==> src/rtl/ikeda_map_point_generator_top_macros.svh <==
// ----------------------------------------------------------------------------
// Ikeda map point generator assertion macros
// Shared assertion wrappers clocked on clk_i and disabled during reset.
// ----------------------------------------------------------------------------
`ifndef IKEDA_MAP_POINT_GENERATOR_TOP_MACROS_SVH
`define IKEDA_MAP_POINT_GENERATOR_TOP_MACROS_SVH

// The property must hold at every clock edge outside reset.
`define IKM_ASSERT(lbl, prop) \
  lbl: assert property (@(posedge clk_i) disable iff (!rst_ni) (prop)) \
    else $error("ikm assertion failed");

// The condition must never be true outside reset.
`define IKM_ASSERT_NEVER(lbl, cond) \
  lbl: assert property (@(posedge clk_i) disable iff (!rst_ni) !(cond)) \
    else $error("ikm forbidden condition seen");

`endif

==> src/rtl/ikm_pkg.sv <==
// ----------------------------------------------------------------------------
// Ikeda map package
// Shared types, fixed constants and helper functions of the map generator.
// ----------------------------------------------------------------------------
`timescale 1ns / 1ps
`default_nettype none

package ikm_pkg;

  // Operand width of the shared multiplier and its product width.
  localparam int unsigned MUL_W  = 35;
  localparam int unsigned PROD_W = 2 * MUL_W;
  // Width of CORDIC vector components and of angles with 30 fraction bits.
  localparam int unsigned COR_W  = 34;
  localparam int unsigned ANG_W  = 36;
  // Width of the divider quotient register.
  localparam int unsigned QUO_W  = 32;

  localparam logic signed [ANG_W-1:0] PI_30      = 36'sd3373259426;
  localparam logic signed [ANG_W-1:0] TWO_PI_30  = 36'sd6746518852;
  localparam logic signed [ANG_W-1:0] HALF_PI_30 = 36'sd1686629713;
  localparam logic signed [COR_W-1:0] GAIN_30    = 34'sd652032874;

  // Reciprocal of ten; a product shifted down by RECIP_SHIFT gives the exact
  // floor of a division by ten for any value below 2^32.
  localparam logic signed [MUL_W-1:0] RECIP10     = 35'sd3435973837;
  localparam int unsigned             RECIP_SHIFT = 35;

  // Arctangent of 2^-i with 30 fraction bits, truncated.
  localparam logic [31:0] ATAN_Q30 [32] = '{
    32'd843314856, 32'd497837829, 32'd263043836, 32'd133525158,
    32'd67021686,  32'd33543515,  32'd16775850,  32'd8388437,
    32'd4194282,   32'd2097149,   32'd1048575,   32'd524287,
    32'd262143,    32'd131071,    32'd65535,     32'd32767,
    32'd16383,     32'd8191,      32'd4095,      32'd2047,
    32'd1023,      32'd511,       32'd255,       32'd127,
    32'd63,        32'd31,        32'd15,        32'd7,
    32'd3,         32'd1,         32'd0,         32'd0
  };

  // Configuration register indexes.
  typedef enum logic {
    REG_COEFF_A = 1'b0,
    REG_COEFF_B = 1'b1
  } ikm_reg_e;

  // Sequencer states.
  typedef enum logic [4:0] {
    ST_IDLE,
    ST_SQ0,
    ST_SQ1,
    ST_SQ2,
    ST_DIV,
    ST_ANG,
    ST_COR,
    ST_R0,
    ST_R1,
    ST_R2,
    ST_R3,
    ST_R4,
    ST_R5,
    ST_R6,
    ST_R7,
    ST_NX,
    ST_NY,
    ST_OUT
  } ikm_state_e;

  // Start request for the divider.
  typedef struct packed {
    logic       start;
    logic [4:0] nbits;
  } ikm_div_ctrl_t;

  // Status reported by an iterative unit.
  typedef struct packed {
    logic busy;
    logic done;
  } ikm_unit_sts_t;

  // Saturate a wide signed value to the signed 32-bit range.
  function automatic logic [31:0] sat32(input logic signed [PROD_W-1:0] v);
    logic [31:0] r;
    if (v > $signed(PROD_W'(32'sh7fff_ffff))) begin
      r = 32'h7fff_ffff;
    end else if (v < -$signed(PROD_W'(64'h8000_0000))) begin
      r = 32'h8000_0000;
    end else begin
      r = v[31:0];
    end
    return r;
  endfunction

endpackage

`default_nettype wire

==> src/rtl/ikm_mul.sv <==
// ----------------------------------------------------------------------------
// Ikeda map shared multiplier
// Signed multiplier with a registered product, loaded when enabled.
// ----------------------------------------------------------------------------
`timescale 1ns / 1ps
`default_nettype none

module ikm_mul (
  input  wire logic                                clk_i,
  input  wire logic                                en_i,
  input  wire logic signed [ikm_pkg::MUL_W-1:0]    a_i,
  input  wire logic signed [ikm_pkg::MUL_W-1:0]    b_i,
  output logic signed      [ikm_pkg::PROD_W-1:0]   prod_o
);
  import ikm_pkg::*;

  logic signed [PROD_W-1:0] prod_q;

  // The product holds until the next enabled cycle.
  always_ff @(posedge clk_i) begin
    if (en_i) begin
      prod_q <= a_i * b_i;
    end
  end

  assign prod_o = prod_q;

endmodule

`default_nettype wire

==> config.mk <==
export PLATFORM = sky130hd
export DESIGN_NAME = ikm_mul
export DESIGN_NICKNAME = d
export VERILOG_FILES = /design/src/rtl/ikeda_map_point_generator_top_macros.svh /design/src/rtl/ikm_pkg.sv /design/src/rtl/ikm_mul.sv
export SDC_FILE = /design/constraint.sdc
export NUM_CORES = 2
export LEC_CHECK = 0
export ABC_AREA = 1
export BUFFER_PORTS_ARGS = -buffer_cell sky130_fd_sc_hd__clkbuf_2
export CAP_MARGIN = 20
export CELL_PAD_IN_SITES_DETAIL_PLACEMENT = 1
export CELL_PAD_IN_SITES_GLOBAL_PLACEMENT = 1
export CORE_ASPECT_RATIO = 0.6
export CORE_MARGIN = 2
export CORE_UTILIZATION = 35
export CTS_CLUSTER_SIZE = 10
export DETAILED_ROUTE_END_ITERATION = 10
export PLACE_DENSITY = 0.72
export SYNTH_ARGS = -nofsm -noshare
export SYNTH_HDL_FRONTEND = slang
export SYNTH_SLANG_ARGS = --single-unit
==> constraint.sdc <==
create_clock -name clk_i -period 9 [get_ports clk_i]
set_input_delay 0.9 -clock clk_i [delete_from_list [all_inputs] [get_ports clk_i]]
set_output_delay 0.9 -clock clk_i [all_outputs]
set_load 0.01 [all_outputs]
==> results.md <==
- The count of nets left with antenna violations once routing finished came out at 0.
- Dividing the final minimum period by the clock period gives ~97%.
- At the pin with the least slew margin, the transition time is 1.01 ns.
- Synthesis instantiated 31 different standard cells from the library.
- The congestion estimate from routability-driven global placement came to ~0.94.
- The critical path contains buffers and inverters numbering 2 combined.
- From synthesis to final layout, the design area changed by 7.21%.
- Dividing the detail-routed via count by the number of cells gives 4.81.
- The final wirelength is 179 mm.
- The family of cells with the greatest summed delay on the critical path is adder cells.
- For this run, the total global-route usage over all layers was measured as between 20% and 30%.
- The worst endpoint required time is 9.09 ns.
- The routed length per instance is 22.5 um.
- The number of max-slew violations in the final report was 0.
- For this run, the detailed router's first-pass iteration total came to 5.
- In this run the core area contains 105 standard-cell rows.
- Setup violations remaining at the end of the flow were counted as 0.
- The number of buffers inserted for hold repair after clock tree synthesis is 0.
- TritonCTS built the clock tree.
- The max capacitance violation total is 0.
- The tightest slew margin relative to the limit is about a third.
- The number of global-route vias before repair is 43500.
- The count of yosys warnings during synthesis is 0.
- The first global-routing pass estimated approximately 280 mm of wire.
- The peak per-stage delay on the critical path is 0.93 ns.
- The detailed router finished its first iteration with 3021 violations.
- The die area is about 140000 um^2.
- Counting flops with a built-in enable in the synthesized netlist gives 70.
- In the routed design, unresolved DRC markers number 0.
- The flow ran to the end, and the final reports show no timing, DRC or antenna violations.
- The number of nets produced by synthesis is 7703.
- The floorplan step set the die width to slightly below 500 um.
- The share of async-settable or async-resettable flops after synthesis is 0%.
- The cell count after synthesis is roughly 6100.
- The critical path launch point type is a primary input.
- The critical hold path startpoint is a_i[0].
- The most critical setup path has its startpoint at b_i[20].
- The region available for standard cell placement spans approximately 140000 um^2.
- The detailed router placed 38300 vias in this run.
- The standard cell with the maximum stage delay on the critical path is sky130_fd_sc_hd__fa_1.
- The number of antenna violations at the first check in global routing was 7.
- Of all nets on the critical path, the largest fanout is 22.
- The share of post-route cells with drive strength above 1 is 5.73%.
- The TritonCTS sink count is 70.
- The worst setup path is of the in -> reg kind.
- The number of clock buffers inserted by TritonCTS is 9.
- The dominant cell type by count on the critical path is sky130_fd_sc_hd__fa_1.
- The primary flip-flop cell chosen by synthesis mapping is sky130_fd_sc_hd__edfxtp_1.
- The critical path goes through clkbuf_2, nand2_1, fa_1, inv_1, fa_1, fa_1, fa_1, fa_1, fa_1, fa_1, fa_1, ha_1, a21oi_1, o21bai_1, a21oi_1, nand2_1, a21oi_1, nand2_1, nand2_1, nand2_1.
- In the final design database the tool counted around 7700 nets.
- The flip-flop count of the largest register after layout is 70.
- The classification of the worst-slack hold path is in -> reg.
- In this run the number of H-tree levels came out at 3.
- The initial utilization of the core area, before any placement, comes to between 30% and 40%.
- Dividing the synthesized area by the synthesized cell count gives 7.94 um^2.
- The number of placed I/O pins is approximately 140.
- The clock transition time at the flip-flop clock pins of the worst setup and hold paths is roughly 0.06 ns.
- The maximum root-to-sink buffer count is 2.
- The mapped netlist covers 48600 um^2.
- Once detailed placement completed, the half-perimeter wirelength came to 159 mm.
- Sequential cells were found to cover 4.33% of the synthesized design area.
- Setup repair after global routing left no endpoint under its margin.
- The maximum number of pins on one net before global-route repair is roughly 70.
- The flop and latch count out of synthesis is 70.
- The cell chosen for the clock root is sky130_fd_sc_hd__clkbuf_16.
- For this run the aggregate overflow at the end of global routing stands at 0.
- The data arrival time of the worst path is ~9 ns.
- Static timing analysis puts the maximum clock frequency at 115 MHz.
- The number of buffers inserted by port buffering is 141.
- The setup TNS is 0 ns.
- The worst path in the final design needs a cycle of 8.69 ns, including I/O delays and setup.
- The count of final hold-check violations is 0.
- The worst setup path is captured at a flip-flop.
- From bottom edge to top edge, the die measures 293 um.
-- cell usage in the layout (no fill, tap or decap), types with 2 or more instances in the layout --
| cell | instances |
|---|---|
| sky130_fd_sc_hd__buf_12 | 8 |
| sky130_fd_sc_hd__nand2_1 | 1751 |
| sky130_fd_sc_hd__xnor2_1 | 5 |
| sky130_fd_sc_hd__ha_1 | 207 |
| sky130_fd_sc_hd__clkinv_1 | 2 |
| sky130_fd_sc_hd__and2_1 | 2 |
| sky130_fd_sc_hd__nor3_2 | 4 |
| sky130_fd_sc_hd__nand3_1 | 66 |
| sky130_fd_sc_hd__o21ai_0 | 19 |
| sky130_fd_sc_hd__a21oi_1 | 65 |
| sky130_fd_sc_hd__a21oi_2 | 2 |
| sky130_fd_sc_hd__buf_4 | 146 |
| sky130_fd_sc_hd__clkinvlp_4 | 2 |
| sky130_fd_sc_hd__inv_2 | 7 |
| sky130_fd_sc_hd__or2_2 | 7 |
| sky130_fd_sc_hd__nand2_2 | 9 |
| sky130_fd_sc_hd__nor4_1 | 2 |
| sky130_fd_sc_hd__clkbuf_2 | 138 |
| sky130_fd_sc_hd__clkbuf_16 | 9 |
| sky130_fd_sc_hd__nor2_1 | 135 |
| sky130_fd_sc_hd__nor3_1 | 13 |
| sky130_fd_sc_hd__clkinv_4 | 2 |
| sky130_fd_sc_hd__nand3_2 | 5 |
| sky130_fd_sc_hd__o21bai_1 | 13 |
| sky130_fd_sc_hd__xor2_1 | 34 |
| sky130_fd_sc_hd__nand4_1 | 14 |
| sky130_fd_sc_hd__edfxtp_1 | 70 |
| sky130_fd_sc_hd__fa_1 | 1310 |
| sky130_fd_sc_hd__nor2_2 | 6 |
| sky130_fd_sc_hd__inv_1 | 2078 |
| sky130_fd_sc_hd__nand3b_1 | 3 |
-- cell usage after synthesis, drive strengths merged (5+ instances only) --
cell,instances,area (um^2)
inv,2085,7830
fa,1311,26200
ha,207,2590
xnor2,5,43.8
o21ai,19,95.1
clkbuf,278,1040
a21oi,67,343
edfxtp,70,2100
nand4,14,87.6
xor2,34,298
o21bai,13,97.6
or2,8,50.1
nand3,71,380
nor3,17,105
nor2,141,544
nand2,1760,6630
-- metrics by stage --
step | cell area, um^2 | worst slack [ns] | util, % | instances | hold slack (ns)
final | 52100 | 0.309 | 38.0 | 7964 | 1.18
after global routing | 52100 | 0.00601 | 38.0 | 7964 | 1.27
after CTS | 52100 | 0.462 | 38.0 | 7963 | 1.19
after detailed placement | 51800 | 0.110 | 37.7 | 7947 | 1.32
after global placement | 51800 | 0.119 | 37.7 | 7947 | 1.32
after floorplan | 48600 | 0.949 | - | 6113 | 1.01
-- final cells by class --
type                    instances  area [um^2]
multi-input cells            3677        37600
flip-flops and latches         70         2100
inverters                    2087         7830
diodes                          1         2.50
well taps                    1819         2280
fillers                     16700        85100
repair buffers                294         1960
clock inverters                 7         82.6
clock buffers                   9          225
-- layer usage --
metal  up-vias  wire length (um)  GRT usage [%]
li1      16600                 -              -
met1     19900             83300           39.8
met2      1677             70600           36.3
met3       155             22800           9.67
met4         8              2690           3.77
met5         -                73              0
-- final timing paths --
kind / cells after the start / end / slack (ns)
max: 20 / prod_o[67]$_DFFE_PP_ / 0.31
min: 3 / prod_o[0]$_DFFE_PP_ / 1.18
-- kinds of logic after synthesis --
logic type | synth area share, %
adders and majority gates | 59.4
AOI/OAI and AO/OA | 1.10
DFF | 4.33
xor gates and xnor gates | 0.703
buffers and inverters | 18.3
and+or+nand+nor | 16.2
-- what timing repair did --
| action | CTS | global route |
|---|---|---|
| endpoints found under the setup margin | 0 | 1 |
| setup buffers | 0 | 0 |
| gates resized for setup | 0 | 3 |
Power is left out: the tool's default activity adds up to more than one toggle a clock period on the data nets, which glitch-free logic cannot reach.
