$ cat src/rtl/ikeda_map_point_generator_top_macros.svh
// ----------------------------------------------------------------------------
// Ikeda map point generator assertion macros
// Shared assertion wrappers clocked on clk_i and disabled during reset.
// ----------------------------------------------------------------------------
`ifndef IKEDA_MAP_POINT_GENERATOR_TOP_MACROS_SVH
`define IKEDA_MAP_POINT_GENERATOR_TOP_MACROS_SVH

// The property must hold at every clock edge outside reset.
`define IKM_ASSERT(lbl, prop) \
  lbl: assert property (@(posedge clk_i) disable iff (!rst_ni) (prop)) \
    else $error("ikm assertion failed");

// The condition must never be true outside reset.
`define IKM_ASSERT_NEVER(lbl, cond) \
  lbl: assert property (@(posedge clk_i) disable iff (!rst_ni) !(cond)) \
    else $error("ikm forbidden condition seen");

`endif

$ cat src/rtl/ikm_pkg.sv
// ----------------------------------------------------------------------------
// Ikeda map package
// Shared types, fixed constants and helper functions of the map generator.
// ----------------------------------------------------------------------------
`timescale 1ns / 1ps
`default_nettype none

package ikm_pkg;

  // Operand width of the shared multiplier and its product width.
  localparam int unsigned MUL_W  = 35;
  localparam int unsigned PROD_W = 2 * MUL_W;
  // Width of CORDIC vector components and of angles with 30 fraction bits.
  localparam int unsigned COR_W  = 34;
  localparam int unsigned ANG_W  = 36;
  // Width of the divider quotient register.
  localparam int unsigned QUO_W  = 32;

  localparam logic signed [ANG_W-1:0] PI_30      = 36'sd3373259426;
  localparam logic signed [ANG_W-1:0] TWO_PI_30  = 36'sd6746518852;
  localparam logic signed [ANG_W-1:0] HALF_PI_30 = 36'sd1686629713;
  localparam logic signed [COR_W-1:0] GAIN_30    = 34'sd652032874;

  // Reciprocal of ten; a product shifted down by RECIP_SHIFT gives the exact
  // floor of a division by ten for any value below 2^32.
  localparam logic signed [MUL_W-1:0] RECIP10     = 35'sd3435973837;
  localparam int unsigned             RECIP_SHIFT = 35;

  // Arctangent of 2^-i with 30 fraction bits, truncated.
  localparam logic [31:0] ATAN_Q30 [32] = '{
    32'd843314856, 32'd497837829, 32'd263043836, 32'd133525158,
    32'd67021686,  32'd33543515,  32'd16775850,  32'd8388437,
    32'd4194282,   32'd2097149,   32'd1048575,   32'd524287,
    32'd262143,    32'd131071,    32'd65535,     32'd32767,
    32'd16383,     32'd8191,      32'd4095,      32'd2047,
    32'd1023,      32'd511,       32'd255,       32'd127,
    32'd63,        32'd31,        32'd15,        32'd7,
    32'd3,         32'd1,         32'd0,         32'd0
  };

  // Configuration register indexes.
  typedef enum logic {
    REG_COEFF_A = 1'b0,
    REG_COEFF_B = 1'b1
  } ikm_reg_e;

  // Sequencer states.
  typedef enum logic [4:0] {
    ST_IDLE,
    ST_SQ0,
    ST_SQ1,
    ST_SQ2,
    ST_DIV,
    ST_ANG,
    ST_COR,
    ST_R0,
    ST_R1,
    ST_R2,
    ST_R3,
    ST_R4,
    ST_R5,
    ST_R6,
    ST_R7,
    ST_NX,
    ST_NY,
    ST_OUT
  } ikm_state_e;

  // Start request for the divider.
  typedef struct packed {
    logic       start;
    logic [4:0] nbits;
  } ikm_div_ctrl_t;

  // Status reported by an iterative unit.
  typedef struct packed {
    logic busy;
    logic done;
  } ikm_unit_sts_t;

  // Saturate a wide signed value to the signed 32-bit range.
  function automatic logic [31:0] sat32(input logic signed [PROD_W-1:0] v);
    logic [31:0] r;
    if (v > $signed(PROD_W'(32'sh7fff_ffff))) begin
      r = 32'h7fff_ffff;
    end else if (v < -$signed(PROD_W'(64'h8000_0000))) begin
      r = 32'h8000_0000;
    end else begin
      r = v[31:0];
    end
    return r;
  endfunction

endpackage

`default_nettype wire

$ cat src/rtl/ikm_cordic.sv
// ----------------------------------------------------------------------------
// Ikeda map CORDIC unit
// Reduces an angle to the CORDIC range and rotates one step per cycle.
// ----------------------------------------------------------------------------
`timescale 1ns / 1ps
`default_nettype none

module ikm_cordic #(
  parameter int unsigned ITERS = 20
) (
  input  wire logic                               clk_i,
  input  wire logic                               rst_ni,
  input  wire logic                               start_i,
  input  wire logic signed [ikm_pkg::ANG_W-1:0]   angle_i,
  output ikm_pkg::ikm_unit_sts_t                  sts_o,
  output logic signed      [ikm_pkg::COR_W-1:0]   cos_o,
  output logic signed      [ikm_pkg::COR_W-1:0]   sin_o
);
  import ikm_pkg::*;

  localparam int unsigned CNT_W = $clog2(ITERS);

  logic                    busy_q, busy_d;
  logic                    done_q, done_d;
  logic [CNT_W-1:0]        cnt_q, cnt_d;
  logic                    neg_q, neg_d;
  logic signed [COR_W-1:0] x_q, x_d;
  logic signed [COR_W-1:0] y_q, y_d;
  logic signed [ANG_W-1:0] z_q, z_d;
  logic signed [ANG_W-1:0] wrap;
  logic signed [ANG_W-1:0] atan_step;

  // Angle reduction on start, then one micro-rotation per cycle.
  always_comb begin
    wrap      = (angle_i < -PI_30) ? angle_i + TWO_PI_30 : angle_i;
    atan_step = $signed({4'b0, ATAN_Q30[5'(cnt_q)]});
    busy_d    = busy_q;
    done_d    = 1'b0;
    cnt_d     = cnt_q;
    neg_d     = neg_q;
    x_d       = x_q;
    y_d       = y_q;
    z_d       = z_q;
    if (start_i) begin
      busy_d = 1'b1;
      cnt_d  = '0;
      x_d    = GAIN_30;
      y_d    = '0;
      if (wrap > HALF_PI_30) begin
        z_d   = wrap - PI_30;
        neg_d = 1'b1;
      end else if (wrap < -HALF_PI_30) begin
        z_d   = wrap + PI_30;
        neg_d = 1'b1;
      end else begin
        z_d   = wrap;
        neg_d = 1'b0;
      end
    end else if (busy_q) begin
      if (z_q >= 0) begin
        x_d = x_q - (y_q >>> cnt_q);
        y_d = y_q + (x_q >>> cnt_q);
        z_d = z_q - atan_step;
      end else begin
        x_d = x_q + (y_q >>> cnt_q);
        y_d = y_q - (x_q >>> cnt_q);
        z_d = z_q + atan_step;
      end
      cnt_d = cnt_q + CNT_W'(1);
      if (cnt_q == CNT_W'(ITERS - 1)) begin
        busy_d = 1'b0;
        done_d = 1'b1;
      end
    end
  end

  always_ff @(posedge clk_i or negedge rst_ni) begin
    if (!rst_ni) begin
      busy_q <= 1'b0;
      done_q <= 1'b0;
      cnt_q  <= '0;
    end else begin
      busy_q <= busy_d;
      done_q <= done_d;
      cnt_q  <= cnt_d;
    end
  end

  always_ff @(posedge clk_i) begin
    neg_q <= neg_d;
    x_q   <= x_d;
    y_q   <= y_d;
    z_q   <= z_d;
  end

  assign sts_o.busy = busy_q;
  assign sts_o.done = done_q;
  assign cos_o      = neg_q ? -x_q : x_q;
  assign sin_o      = neg_q ? -y_q : y_q;

endmodule

`default_nettype wire

$ cat config.mk
export PLATFORM = sky130hd
export DESIGN_NAME = ikm_cordic
export DESIGN_NICKNAME = d
export VERILOG_FILES = /design/src/rtl/ikeda_map_point_generator_top_macros.svh /design/src/rtl/ikm_pkg.sv /design/src/rtl/ikm_cordic.sv
export SDC_FILE = /design/constraint.sdc
export NUM_CORES = 1
export LEC_CHECK = 0
export ABC_AREA = 1
export BUFFER_PORTS_ARGS = -buffer_cell sky130_fd_sc_hd__buf_2
export CAP_MARGIN = 0
export CORE_MARGIN = 2
export CORE_UTILIZATION = 40
export CTS_CLUSTER_DIAMETER = 100
export DETAILED_ROUTE_END_ITERATION = 8
export SYNTH_ARGS = -nofsm -noshare
export SYNTH_HDL_FRONTEND = slang
export SYNTH_SLANG_ARGS = --single-unit
$ cat constraint.sdc
create_clock -name clk_i -period 4.58 [get_ports clk_i]
set_input_delay 0.916 -clock clk_i [delete_from_list [all_inputs] [get_ports clk_i]]
set_output_delay 0.916 -clock clk_i [all_outputs]
set_load 0.05 [all_outputs]
==> run summary <==
LEAKAGE = 17.3 nW
synthesized area = 22600 sq um
largest net degree at the start of global routing = 60
type of the worst setup path = flip-flop to flip-flop
top cells by count, synth = nand2_1, nor2_1, inv_1
max_slew headroom = 45.7%
I/O Buffers = 108
share of layout cells above drive strength 1 = 33.4%
fin area = 34500 sq um
Horiz. Die Dim = 242 um
Max FO, Critical Path = 7
hold slack = 356 ps
drt first pass iters = 6
Vias = 31900
area grow syn2layout = 52.3%
area taken by multi-input logic gates = 20500 sq um
CP endpoint kind = flip-flop
Worst-Skew Late Latency = 430 ps
critical path arrival = 5300 ps
DP Wirelength = 76800 um
Yosys top cell area share = 22.8%
Warnings, synthesis = 0
Max-Cap Viols = 0
final hold violation count = 0
Clock H-tree levels = 3
violated checks = negative setup slack
worst slew pin tran = 815 ps
minimum clock period = 5130 ps
Reg-to-Reg End = z_q[29]
GR Overflow Total = 0
Clock transition at path regs = 100 ps
cell mode on critical path = nand2_1
setup ws final = -550 ps
initial antenna violation count = 0
Peak VDD IR = 515 uV
clock group share of total power = 3.0%
IO Pins = 109
Tot GR Track Use = 32.7%
first-pass GRT wire length = 155000 um
n_diodes = 0
Fmax = 195 MHz
P_int = 14.9 mW
TritonCTS clock tree = built
Routed Antenna Nets = 0
register area share after synthesis = 11.7%
Final Slew Violations = 0
reg2reg start = cnt_q[0]
Hold Crit Class = input pin to async pin
First DRT Iteration DRCs = 2484
Final period util = 112%
initial core utilization = 40.3%
max incr delay on CP = 580 ps
CP required = 4750 ps
Critical path destination = z_q[29]
top-count cell post-synth = nand2_1
Startpoint Class = flip-flop
Residual DRC = 0
clock buffer count from CTS = 9
Avg Vias per Cell = 5.40
Final TNS setup = -14860 ps
PD cells = 881 nW/um^2
clk_skew = 23.7 ps
row count = 87
combinational fraction of design power = 90.6%
ys flop type = dfxtp_1
Psw = 15.5 mW
sw frac = 50.9%
CP max stage cell = dfrtp_4
number of flops mapped to enable cells by yosys = 37
R2R cell count = 36
outcome = finished with violations
#FFs+latches synth = 112
synthesized area per cell = 5.39 sq um
Wirelength per Cell = 17.4 um
# clock sinks = 112
area of the core = 56200 sq um
Synth cell types = 63
clock root buffer = clkbuf_16
Syn Inst Count = 4204
internal reg-to-reg setup slack = -550 ps
die area = 58500 sq um
Die Height = 242 um
dominant cell type by area after synthesis = nand2_1
Final setup viols = 56
CTS max path bufs = 2
worst setup path startpoint = cnt_q[0]
top post-synthesis cells by area = nand2_1, nor2_1, o21ai_0
Mapped Nets = 4363
Seq pwr share = 6.4%
sequential cell area = 2650 sq um
unrepaired setup endpoints after global routing = yes
ys async rst share = 6.25%
vias in the first global route = 29500
Routed WL = 103000 um
fillers = 5431
GPL Wtd Cong = 1.01
Final #Nets = 5305
Placement Cell Area = 29700 sq um
critical path, delay by kind of cell, from the launching register on:
kind	cells	cell delay, ps
buffers and inverters	12	1490
AOI/OAI and AO/OA	10	1070
and+or+nand+nor	11	1010
DFF	1	580
adders and majority gates	2	520
xor gates and xnor gates	1	190
area by class of cell:
| class | instances | area share, % |
|---|---|---|
| clock buffers | 10 | 0.693 |
| well taps | 756 | 2.74 |
| clock inverters | 6 | 0.163 |
| repair buffers | 1080 | 24.3 |
| flip-flops and latches | 112 | 7.69 |
| multi-input cells | 3493 | 59.4 |
| inverters | 450 | 4.93 |
metrics by stage:
stage / instances / power [mW] / utilization (%) / setup WS (ps)
finish: 5907 / 30.4 / 61.4 / -550
global route: 5907 / 32.6 / 61.4 / -675
CTS: 5848 / 27.0 / 58.1 / -289
detailed placement: 5727 / 23.0 / 52.8 / -948
global placement: 5727 / 22.9 / 52.8 / -960
floorplan: 4204 / 13.5 / - / 10.9
kinds of logic after synthesis:
logic type	count (synthesis)	synth area share, %
adders and majority gates	120	6.73
muxes	19	0.840
DFF	112	11.7
xor gates and xnor gates	192	7.43
buffers and inverters	599	10.7
AOI/OAI and AO/OA	770	18.8
and+or+nand+nor	2392	43.8
registers in the layout (all words and copies together), names as in the netlist:
register and flops:
busy_q 1, cnt_q 5, done_q 1, neg_q 1, x_q 34, y_q 34
z_q 36
layout by cell type, fill, tap and decap left out, drive strengths merged, types with 2 or more instances in the layout:
cell     instances
o31ai            9
nand3          327
xor2           151
o211ai          27
o32ai            5
o21bai          10
clkbuf          13
fa               3
dfrtp            7
buf           1076
mux2i           19
and2             4
a211oi           6
dfxtp           68
a21o             7
nor4            15
edfxtp          37
nor2           504
and3             2
a31oi           34
o221ai           8
clkinv           4
nand2         1400
a22o             2
ha             117
or2             24
nand3b           8
o2111ai          2
o21a            13
a221oi           4
o22ai           42
a21boi           7
nor3            56
nor3b            3
xnor2           41
nand4           48
a21oi          228
inv            451
o21ai          361
layer usage:
metal  up-vias  wire length [um]  track usage (%)
met3       357              6020             3.70
li1      15700                 -                -
met5         -                 0                0
met2      1252             49500             57.2
met1     14600             41100             39.2
met4         0              6290             17.1
power groups by stage:
| stage | registers [mW] | logic [mW] | clock network [mW] |
|---|---|---|---|
| global placement | 1.89 | 21.0 | 0 |
| CTS | 1.89 | 24.2 | 0.921 |
| detailed placement | 1.90 | 21.1 | 0 |
| finish | 1.96 | 27.5 | 0.911 |
| floorplan | 1.88 | 11.7 | 0 |
| global route | 1.99 | 29.7 | 0.954 |
worst min-delay path by stage:
stage	startpoint	to
2_1_floorplan	y_q[0]	y_q[0]
3_3_place_gp	x_q[3]	x_q[3]
3_5_place_dp	y_q[25]	y_q[25]
4_1_cts	rst_ni	cnt_q[0]
5_1_grt	rst_ni	cnt_q[0]
6_report	rst_ni	cnt_q[0]
timing repair:
| item | CTS | global route |
|---|---|---|
| setup endpoints to repair | 66 | 81 |
| pin swaps | 195 | 151 |
| hold buffers | 0 | 0 |
| gates resized for setup | 534 | 316 |
| setup buffers | 101 | 60 |
| gates cloned | 8 | 1 |
No activity file was read; power rests on OpenSTA's default activity.
