File: src/rtl/ikeda_map_point_generator_top_macros.svh
// ----------------------------------------------------------------------------
// Ikeda map point generator assertion macros
// Shared assertion wrappers clocked on clk_i and disabled during reset.
// ----------------------------------------------------------------------------
`ifndef IKEDA_MAP_POINT_GENERATOR_TOP_MACROS_SVH
`define IKEDA_MAP_POINT_GENERATOR_TOP_MACROS_SVH

// The property must hold at every clock edge outside reset.
`define IKM_ASSERT(lbl, prop) \
  lbl: assert property (@(posedge clk_i) disable iff (!rst_ni) (prop)) \
    else $error("ikm assertion failed");

// The condition must never be true outside reset.
`define IKM_ASSERT_NEVER(lbl, cond) \
  lbl: assert property (@(posedge clk_i) disable iff (!rst_ni) !(cond)) \
    else $error("ikm forbidden condition seen");

`endif

File: src/rtl/ikm_pkg.sv
// ----------------------------------------------------------------------------
// Ikeda map package
// Shared types, fixed constants and helper functions of the map generator.
// ----------------------------------------------------------------------------
`timescale 1ns / 1ps
`default_nettype none

package ikm_pkg;

  // Operand width of the shared multiplier and its product width.
  localparam int unsigned MUL_W  = 35;
  localparam int unsigned PROD_W = 2 * MUL_W;
  // Width of CORDIC vector components and of angles with 30 fraction bits.
  localparam int unsigned COR_W  = 34;
  localparam int unsigned ANG_W  = 36;
  // Width of the divider quotient register.
  localparam int unsigned QUO_W  = 32;

  localparam logic signed [ANG_W-1:0] PI_30      = 36'sd3373259426;
  localparam logic signed [ANG_W-1:0] TWO_PI_30  = 36'sd6746518852;
  localparam logic signed [ANG_W-1:0] HALF_PI_30 = 36'sd1686629713;
  localparam logic signed [COR_W-1:0] GAIN_30    = 34'sd652032874;

  // Reciprocal of ten; a product shifted down by RECIP_SHIFT gives the exact
  // floor of a division by ten for any value below 2^32.
  localparam logic signed [MUL_W-1:0] RECIP10     = 35'sd3435973837;
  localparam int unsigned             RECIP_SHIFT = 35;

  // Arctangent of 2^-i with 30 fraction bits, truncated.
  localparam logic [31:0] ATAN_Q30 [32] = '{
    32'd843314856, 32'd497837829, 32'd263043836, 32'd133525158,
    32'd67021686,  32'd33543515,  32'd16775850,  32'd8388437,
    32'd4194282,   32'd2097149,   32'd1048575,   32'd524287,
    32'd262143,    32'd131071,    32'd65535,     32'd32767,
    32'd16383,     32'd8191,      32'd4095,      32'd2047,
    32'd1023,      32'd511,       32'd255,       32'd127,
    32'd63,        32'd31,        32'd15,        32'd7,
    32'd3,         32'd1,         32'd0,         32'd0
  };

  // Configuration register indexes.
  typedef enum logic {
    REG_COEFF_A = 1'b0,
    REG_COEFF_B = 1'b1
  } ikm_reg_e;

  // Sequencer states.
  typedef enum logic [4:0] {
    ST_IDLE,
    ST_SQ0,
    ST_SQ1,
    ST_SQ2,
    ST_DIV,
    ST_ANG,
    ST_COR,
    ST_R0,
    ST_R1,
    ST_R2,
    ST_R3,
    ST_R4,
    ST_R5,
    ST_R6,
    ST_R7,
    ST_NX,
    ST_NY,
    ST_OUT
  } ikm_state_e;

  // Start request for the divider.
  typedef struct packed {
    logic       start;
    logic [4:0] nbits;
  } ikm_div_ctrl_t;

  // Status reported by an iterative unit.
  typedef struct packed {
    logic busy;
    logic done;
  } ikm_unit_sts_t;

  // Saturate a wide signed value to the signed 32-bit range.
  function automatic logic [31:0] sat32(input logic signed [PROD_W-1:0] v);
    logic [31:0] r;
    if (v > $signed(PROD_W'(32'sh7fff_ffff))) begin
      r = 32'h7fff_ffff;
    end else if (v < -$signed(PROD_W'(64'h8000_0000))) begin
      r = 32'h8000_0000;
    end else begin
      r = v[31:0];
    end
    return r;
  endfunction

endpackage

`default_nettype wire

File: src/rtl/ikm_div.sv
// ----------------------------------------------------------------------------
// Ikeda map iterative divider
// Restoring divider that retires one quotient bit per cycle.
// ----------------------------------------------------------------------------
`timescale 1ns / 1ps
`default_nettype none

module ikm_div #(
  parameter int unsigned DEN_W = 40
) (
  input  wire logic                          clk_i,
  input  wire logic                          rst_ni,
  input  wire ikm_pkg::ikm_div_ctrl_t        ctrl_i,
  input  wire logic [63:0]                   dividend_i,
  input  wire logic [DEN_W-1:0]              divisor_i,
  output ikm_pkg::ikm_unit_sts_t             sts_o,
  output logic [ikm_pkg::QUO_W-1:0]          quo_o
);
  import ikm_pkg::*;

  logic             busy_q, busy_d;
  logic             done_q, done_d;
  logic [4:0]       cnt_q, cnt_d;
  logic [DEN_W-1:0] rem_q, rem_d;
  logic [DEN_W-1:0] den_q, den_d;
  logic [63:0]      low_q, low_d;
  logic [QUO_W-1:0] quo_q, quo_d;
  logic [DEN_W:0]   trial;
  logic             ge;

  // One trial subtraction per cycle; the next dividend bit enters at the bottom.
  always_comb begin
    trial  = {rem_q, low_q[63]};
    ge     = (trial >= {1'b0, den_q});
    busy_d = busy_q;
    done_d = 1'b0;
    cnt_d  = cnt_q;
    rem_d  = rem_q;
    den_d  = den_q;
    low_d  = low_q;
    quo_d  = quo_q;
    if (ctrl_i.start) begin
      busy_d = 1'b1;
      cnt_d  = ctrl_i.nbits;
      rem_d  = DEN_W'(dividend_i >> ctrl_i.nbits);
      low_d  = dividend_i << (7'd64 - {2'b0, ctrl_i.nbits});
      den_d  = divisor_i;
      quo_d  = '0;
    end else if (busy_q) begin
      rem_d = ge ? DEN_W'(trial - {1'b0, den_q}) : DEN_W'(trial);
      low_d = {low_q[62:0], 1'b0};
      quo_d = {quo_q[QUO_W-2:0], ge};
      cnt_d = cnt_q - 5'd1;
      if (cnt_q == 5'd1) begin
        busy_d = 1'b0;
        done_d = 1'b1;
      end
    end
  end

  always_ff @(posedge clk_i or negedge rst_ni) begin
    if (!rst_ni) begin
      busy_q <= 1'b0;
      done_q <= 1'b0;
      cnt_q  <= '0;
    end else begin
      busy_q <= busy_d;
      done_q <= done_d;
      cnt_q  <= cnt_d;
    end
  end

  always_ff @(posedge clk_i) begin
    rem_q <= rem_d;
    den_q <= den_d;
    low_q <= low_d;
    quo_q <= quo_d;
  end

  assign sts_o.busy = busy_q;
  assign sts_o.done = done_q;
  assign quo_o      = quo_q;

endmodule

`default_nettype wire

File: config.mk
export PLATFORM = sky130hd
export DESIGN_NAME = ikm_div
export DESIGN_NICKNAME = d
export VERILOG_FILES = /design/src/rtl/ikeda_map_point_generator_top_macros.svh /design/src/rtl/ikm_pkg.sv /design/src/rtl/ikm_div.sv
export SDC_FILE = /design/constraint.sdc
export NUM_CORES = 1
export LEC_CHECK = 0
export BUFFER_PORTS_ARGS = -buffer_cell sky130_fd_sc_hd__buf_2
export CORE_UTILIZATION = 61
export DETAILED_ROUTE_END_ITERATION = 16
export PLACE_DENSITY = 0.8
export SETUP_SLACK_MARGIN = 0.1
export SYNTH_ARGS = -nofsm -noshare
export SYNTH_HDL_FRONTEND = slang
export SYNTH_SLANG_ARGS = --single-unit
File: constraint.sdc
create_clock -name clk_i -period 4.08 [get_ports clk_i]
set_input_delay 0.816 -clock clk_i [delete_from_list [all_inputs] [get_ports clk_i]]
set_output_delay 0.816 -clock clk_i [all_outputs]
set_load 0.01 [all_outputs]
==> reports/results.ini, run 1 <==
[critical_path]
path_max_fanout = 43
r2r_cells = 10
crit_path_end_kind = flop
critPathRequiredTime_ns = 4.27
critPathKind = primary input to flop
reg2reg_from = rem_q[23]
start_kind = primary input
ff2ff_setup_slack_ns = 0.68
reg2reg_to = rem_q[32]
arrival_ns = 3.65

[logic_synthesis]
synth_cell_types = 84
ys_warn_count = 0
synthFlopType = edfxtp_1
yosysSeqAreaShare_pct = 33.4
synth-edff-count = 144
synthesis.nets = 1866
avgSynthCellArea_um2 = 8.99
synthArstFlopShare_pct = 3.83
synthesis.area_mm2 = 0.0154
syn_inst = 1710
ys_seq_elements = 183

[route]
wl_mm = 47.3
avgViaCountPerCell = 6.67
wire_per_inst_um = 22.4
ant_nets = 0
first_iter_violations = 2312
first_pass_iters = 8
vias = 14118
drc = 0

[finish]
fin_nets = 1934
stdcell_area_mm2 = 0.0170
final_layout_size_suffix_gt1_share_pct = 18.7
fin_cells = 2116
final_util_pct = 69.2
syn_to_final_growth_pct = 10.5

[pwr]
power_frac_comb_pct = 49.5
fin_total_pwr_uw = 8960
pwr_density_cell_mw_per_mm2 = 528
seq_power_share_pct = 30.1
intPower_uw = 5040
swShare_pct = 43.7
vdd_ir_drop_max_mv = 0.337
switchingPower_uw = 3920
power_leakage_uw = 0.00739
p_clk_share_pct = 20.4

[floorplan]
rows = 57
fp.dieH_um = 161
start_util_pct = 62.6
die_area_mm2 = 0.0258
die_w_um = 161
io_pins = 146
core_area_mm2 = 0.0245

[place]
port_buffers = 145
place_congestion = 1.02
dp_cells = 2083
hpwl_mm = 34.6
postPlaceCellArea_mm2 = 0.0163

[clock_tree]
htreeDepth = 4
cts_hold_buffers = 0
post_cts_resized = 0
post_cts_buffers = 0
cts_root_buf = clkbuf_16
cts_sinks = 183
clkTransAtPathRegs_ns = 0.10
clockBufferDepth = 2
cts_made_buffers = 17
insertion_delay_ns = 0.45
cts_tree = done

[sta]
rsz0062_at_grt = no
finalSetupViolCount = 0
worst_pin_slew_ns = 1.32
slew_viol_final = 0
setup_tns_ns = 0
relSlewSlack_pct = 11.3
min_period_ns = 3.46
finalCritPeriodShare_pct = 84.7
skew_ns = 0.0263
max_freq_mhz = 289
hold_viol = 0

[flow_run]
max_cap_viol_count = 0

[grt]
overflow = 0
grt_first_pass_wirelength_mm = 73.9
grt_util_all_layers_pct = 36.8
grt_max_degree = 94
antenna_found_initial = 1
grt_pass1_vias = 12790

[status]
status = finished clean

[min_path]
min_path_type = primary input to asynchronous set/reset pin

## metal layers
layer  vias to the layer above  GRT usage (%)  wire (um)
met2                       903           54.6      20900
li1                       6413              -          -
met5                         -              0          0
met1                      6731           54.7      20000
met3                        71           8.83       5610
met4                         0           7.76        724
## cells in the final DEF (no fill, tap or decap), types with 28 or more instances in the layout
cell	netlist	layout
nor2b_1	31	31
dfxtp_1	32	32
mux4_2	75	75
o21ai_0	124	124
buf_2	21	143
mux2i_1	137	137
ha_1	43	42
inv_1	57	56
nor2_1	152	152
a21oi_1	149	149
buf_4	8	32
nand2_1	296	296
a31oi_1	28	28
edfxtp_1	144	144
## cells in the mapped netlist (7+ instances only)
cell type / number / area [um^2]
inv_1: 57 / 214
nor4_1: 8 / 50.1
nor2_1: 152 / 571
a22oi_1: 16 / 120
o21bai_1: 7 / 52.6
a21o_1: 13 / 97.6
and3_1: 8 / 50.1
mux2i_1: 137 / 1370
xnor2_1: 29 / 254
o21a_1: 10 / 75.1
o2bb2ai_1: 19 / 166
edfxtp_1: 144 / 4320
clkbuf_1: 86 / 323
nor3_1: 16 / 80.1
buf_1: 14 / 52.6
buf_2: 21 / 105
mux2_2: 14 / 158
mux4_2: 75 / 1690
dfrtp_1: 7 / 175
dfxtp_1: 32 / 641
a211oi_1: 20 / 150
o21ai_0: 124 / 621
a31oi_1: 28 / 175
xor2_1: 13 / 114
o211ai_1: 14 / 105
nand4_1: 10 / 62.6
nand2_1: 296 / 1110
buf_4: 8 / 60.1
nand3_1: 20 / 100
nor2b_1: 31 / 194
a21oi_1: 149 / 746
ha_1: 43 / 538
## cell type report
cell class / count / area (um^2)
antenna: 1 / 2.50
clock buffer: 17 / 425
clock inverter: 15 / 220
fill: 1974 / 7560
inverter: 60 / 225
multi-input combinational: 1334 / 9470
sequential: 183 / 5140
tap: 324 / 405
timing repair buffer: 182 / 1090
## worst max-delay path, stage by stage
cell and delay, ns:
buf_6 0.14, buf_4 0.52, nor3_1 0.22, xnor2_2 1.04
nor2_1 0.23, a22oi_1 0.34, nor2_1 0.07, a221o_1 0.25
## through the flow
step | hold WS [ns] | worst slack [ns]
2_1_floorplan | 0.491 | 0.158
3_3_place_gp | 0.470 | 0.252
3_5_place_dp | 0.505 | 0.228
4_1_cts | 0.174 | 0.685
5_1_grt | 0.183 | 0.340
6_report | 0.173 | 0.623
## registers in the layout (all words and copies together), names as in the netlist
register,cells
quo_o,32
low_q,64
cnt_q,5
done_q,1
busy_q,1
den_q,40
rem_q,40
## cell families (layout without fill, tap and decap cells)
family          after synthesis  after routing  synth area share [%]
simple gates                572            572                  16.0
buf+inv                     193            274                  5.29
mux                         226            226                  20.9
other cells                   1              2                0.0244
flops                       183            183                  33.4
fa+ha+maj                    44             44                  3.63
compound gates              449            449                  18.3
xor+xnor                     42             42                  2.39
## power by group through the flow
stage / clock network (uW) / registers, uW / logic (uW)
2_1_floorplan: 0 / 2620 / 3260
3_3_place_gp: 0 / 2710 / 4190
3_5_place_dp: 0 / 2710 / 4270
4_1_cts: 1840 / 2680 / 4320
5_1_grt: 1890 / 2720 / 4820
6_report: 1830 / 2700 / 4440
## worst max-delay path by stage
| stage | slack (ns) | cells after the start | end | startpoint |
|---|---|---|---|---|
| finish | 0.62 | 8 | low_q[54] | ctrl_i[0] |
| detailed placement | 0.23 | 8 | low_q[54] | ctrl_i[0] |
| CTS | 0.69 | 8 | low_q[54] | ctrl_i[0] |
| global route | 0.34 | 9 | low_q[56] | ctrl_i[0] |
| global placement | 0.25 | 8 | low_q[54] | ctrl_i[0] |
| floorplan | 0.16 | 13 | low_q[55] | ctrl_i[0] |
Power figures use the tool's default switching activity.
==> run 2: changes to the inputs <==
--- a/config.mk
+++ b/config.mk
@@ -5,10 +5,11 @@
 export SDC_FILE = /design/constraint.sdc
 export NUM_CORES = 1
 export LEC_CHECK = 0
+export ABC_AREA = 1
 export BUFFER_PORTS_ARGS = -buffer_cell sky130_fd_sc_hd__buf_2
-export CORE_UTILIZATION = 61
+export CORE_UTILIZATION = 56
 export DETAILED_ROUTE_END_ITERATION = 16
-export PLACE_DENSITY = 0.8
+export PLACE_DENSITY = 0.77
 export SETUP_SLACK_MARGIN = 0.1
 export SYNTH_ARGS = -nofsm -noshare
 export SYNTH_HDL_FRONTEND = slang
==> constraint.sdc (replaced) <==
create_clock -name clk_i -period 2.9 [get_ports clk_i]
set_input_delay 0.58 -clock clk_i [delete_from_list [all_inputs] [get_ports clk_i]]
set_output_delay 0.58 -clock clk_i [all_outputs]
set_load 0.01 [all_outputs]
==> reports/results.ini, run 2 <==
[route]
first_iter_violations = 2002
avgViaCountPerCell = 5.75
drc = 0
wire_per_inst_um = 19.2
wl_mm = 59.9
first_pass_iters = 6
ant_nets = 0
vias = 17955

[finish]
final_common_cell = nand2_1
top_register = low_q
final_layout_size_suffix_gt1_share_pct = 11.4
largest_register_ffs = 64
fin_nets = 2878
fin_cells = 3120
reg_top3 = low_q x64, den_q x40, rem_q x40
syn_to_final_growth_pct = 11.6
mostFrequentLayoutCells = nand2_1 (974), inv_1 (334), nand3_1 (299)

[clock_tree]
clkTransAtPathRegs_ns = 0.08
cts_sinks = 183
cts_made_buffers = 17
post_cts_buffers = 0
insertion_delay_ns = 0.46
cts_root_buf = clkbuf_16
clockBufferDepth = 2
htreeDepth = 4
cts_tree = done

[min_path]
min_from = divisor_i[30]
min_path_cells = 1
min_to = den_q[30]
min_path_type = primary input to flop

[critical_path]
path_max_fanout = 39
r2r_cells = 14
crit_path_end_kind = flop
start_kind = flop
reg2reg_from = rem_q[6]
critPathRequiredTime_ns = 3.09
reg2reg_to = rem_q[12]
critPathKind = flop to flop
ff2ff_setup_slack_ns = 0.24
arrival_ns = 2.85

[logic_synthesis]
synthFlopType = edfxtp_1
yosysTopAreaCell = edfxtp_1
ys_warn_count = 0
yosys.area.top_type_share_pct = 26.3
ys_seq_elements = 183
syn_inst = 2617
synth.most_common_cell = nand2_1
avgSynthCellArea_um2 = 6.29
synth_cell_types = 51
synth-edff-count = 144
synthesis.area_mm2 = 0.0165
yosysSeqAreaShare_pct = 31.2
ys_top_cells_by_area = edfxtp_1 (26%), nand2_1 (22%), nand3_1 (9.1%)
synthesis.nets = 2773
synth_common_cells = nand2_1 (974), inv_1 (335), nand3_1 (299), edfxtp_1 (144), o21ai_0 (114)
synthArstFlopShare_pct = 3.83

[pwr]
power_leakage_uw = 0.00930
pwr_density_cell_mw_per_mm2 = 735
vdd_ir_drop_max_mv = 0.416
fin_total_pwr_uw = 13500

[place]
place_congestion = 1.00
dp_cells = 3086
hpwl_mm = 46.2
place_ws_ns = 0.107
port_buffers = 145

[floorplan]
core_area_mm2 = 0.0288
rows = 62
fp.dieH_um = 173
io_pins = 146
die_w_um = 173
die_area_mm2 = 0.0301
start_util_pct = 57.2

[grt]
grt_pass1_vias = 17071
overflow = 0
grt_util_all_layers_pct = 39.7
grt_first_pass_wirelength_mm = 91.8
antenna_found_initial = 1
grt_max_degree = 95

[sta]
finalCritPeriodShare_pct = 91.8
skew_ns = 0.0224
setup_ws_ns = 0.239
worst_pin_slew_ns = 0.939
setup_tns_ns = 0
relSlewSlack_pct = 37.4
min_period_ns = 2.66
hold_viol = 0
rsz0062_at_grt = no
slew_viol_final = 0
finalSetupViolCount = 0
fin_hold_ws_ns = 0.290
max_freq_mhz = 376

[status]
status = finished clean

[flow_run]
max_cap_viol_count = 0

-- run 2: cell count changes after synthesis, sizes merged, moves of 33 or more --
cell	before	now
mux2i	137	22
a21oi	151	59
o21ai	126	209
buf	46	85
nand2	296	980
o211ai	14	47
nand3	21	301
clkbuf	87	51
mux4	75	0
inv	58	348
-- run 2: what timing repair did --
item / CTS / global route
endpoints found under the setup margin: 0 / 38
hold endpoints to repair: 7 / 0
hold buffers: 1 / 0
resized for setup: 0 / 18
-- run 2: area by class of cell --
cell class	instances	area, um^2
inverters	352	1320
clock buffers	17	425
well taps	384	480
clock inverters	15	156
multi-input cells	1946	9400
repair buffers	222	1440
fillers	2651	10400
flip-flops and latches	183	5140
diodes	1	2.50
-- run 2: cells by family after synthesis --
family / Yosys count / share of synthesized area [%]
adder cells (fa/ha/maj): 44 / 3.39
XOR/XNOR: 26 / 1.43
buffers and inverters: 488 / 12.0
multiplexers: 22 / 1.34
AO/OA/AOI/OAI: 381 / 13.1
other: 1 / 0.0228
AND/OR/NAND/NOR: 1472 / 37.5
flip-flops: 183 / 31.2
-- run 2: routing by layer --
layer  routed length [um]  share of wire (%)  GRT usage (%)
met5                    0                  0              0
met3                 3940                6.6           4.12
met4                 3460                5.8           23.0
met1                23900                 40           48.6
met2                28600                 48           68.2
-- run 2: critical path, cell delays in order (launching register included) --
cell	delay (ns)
edfxtp_1	0.43
ha_1	0.38
nand2_1	0.16
inv_1	0.07
nand2_1	0.06
nand2_1	0.07
inv_1	0.07
nand3_2	0.13
nand2_1	0.14
nand3_2	0.09
nand2_2	0.11
buf_8	0.25
nand3_1	0.15
nand3_1	0.14
nand3_1	0.09
-- run 2: how the worst max path moves through the flow --
stage	end	cells after the start	slack (ns)	from
after floorplan	low_q[52]	15	0.10	ctrl_i[1]
after global placement	low_q[63]	14	0.16	ctrl_i[0]
after CTS	rem_q[35]	16	0.15	rem_q[7]
after global routing	rem_q[35]	14	0.10	rem_q[31]
final	rem_q[12]	14	0.24	rem_q[6]
after detailed placement	low_q[49]	10	0.11	ctrl_i[0]
-- run 2: per-stage QoR --
step	util [%]	cell area, um^2
after floorplan	-	16500
after global routing	63.8	18400
after global placement	61.5	17700
after detailed placement	61.5	17700
final	63.8	18400
after CTS	63.6	18300
-- run 2: report_power, final --
part / internal (uW) / total, uW / switching [uW]
Clock: 1150 / 2350 / 1200
Combinational: 2520 / 7330 / 4820
Sequential: 3470 / 3820 / 352
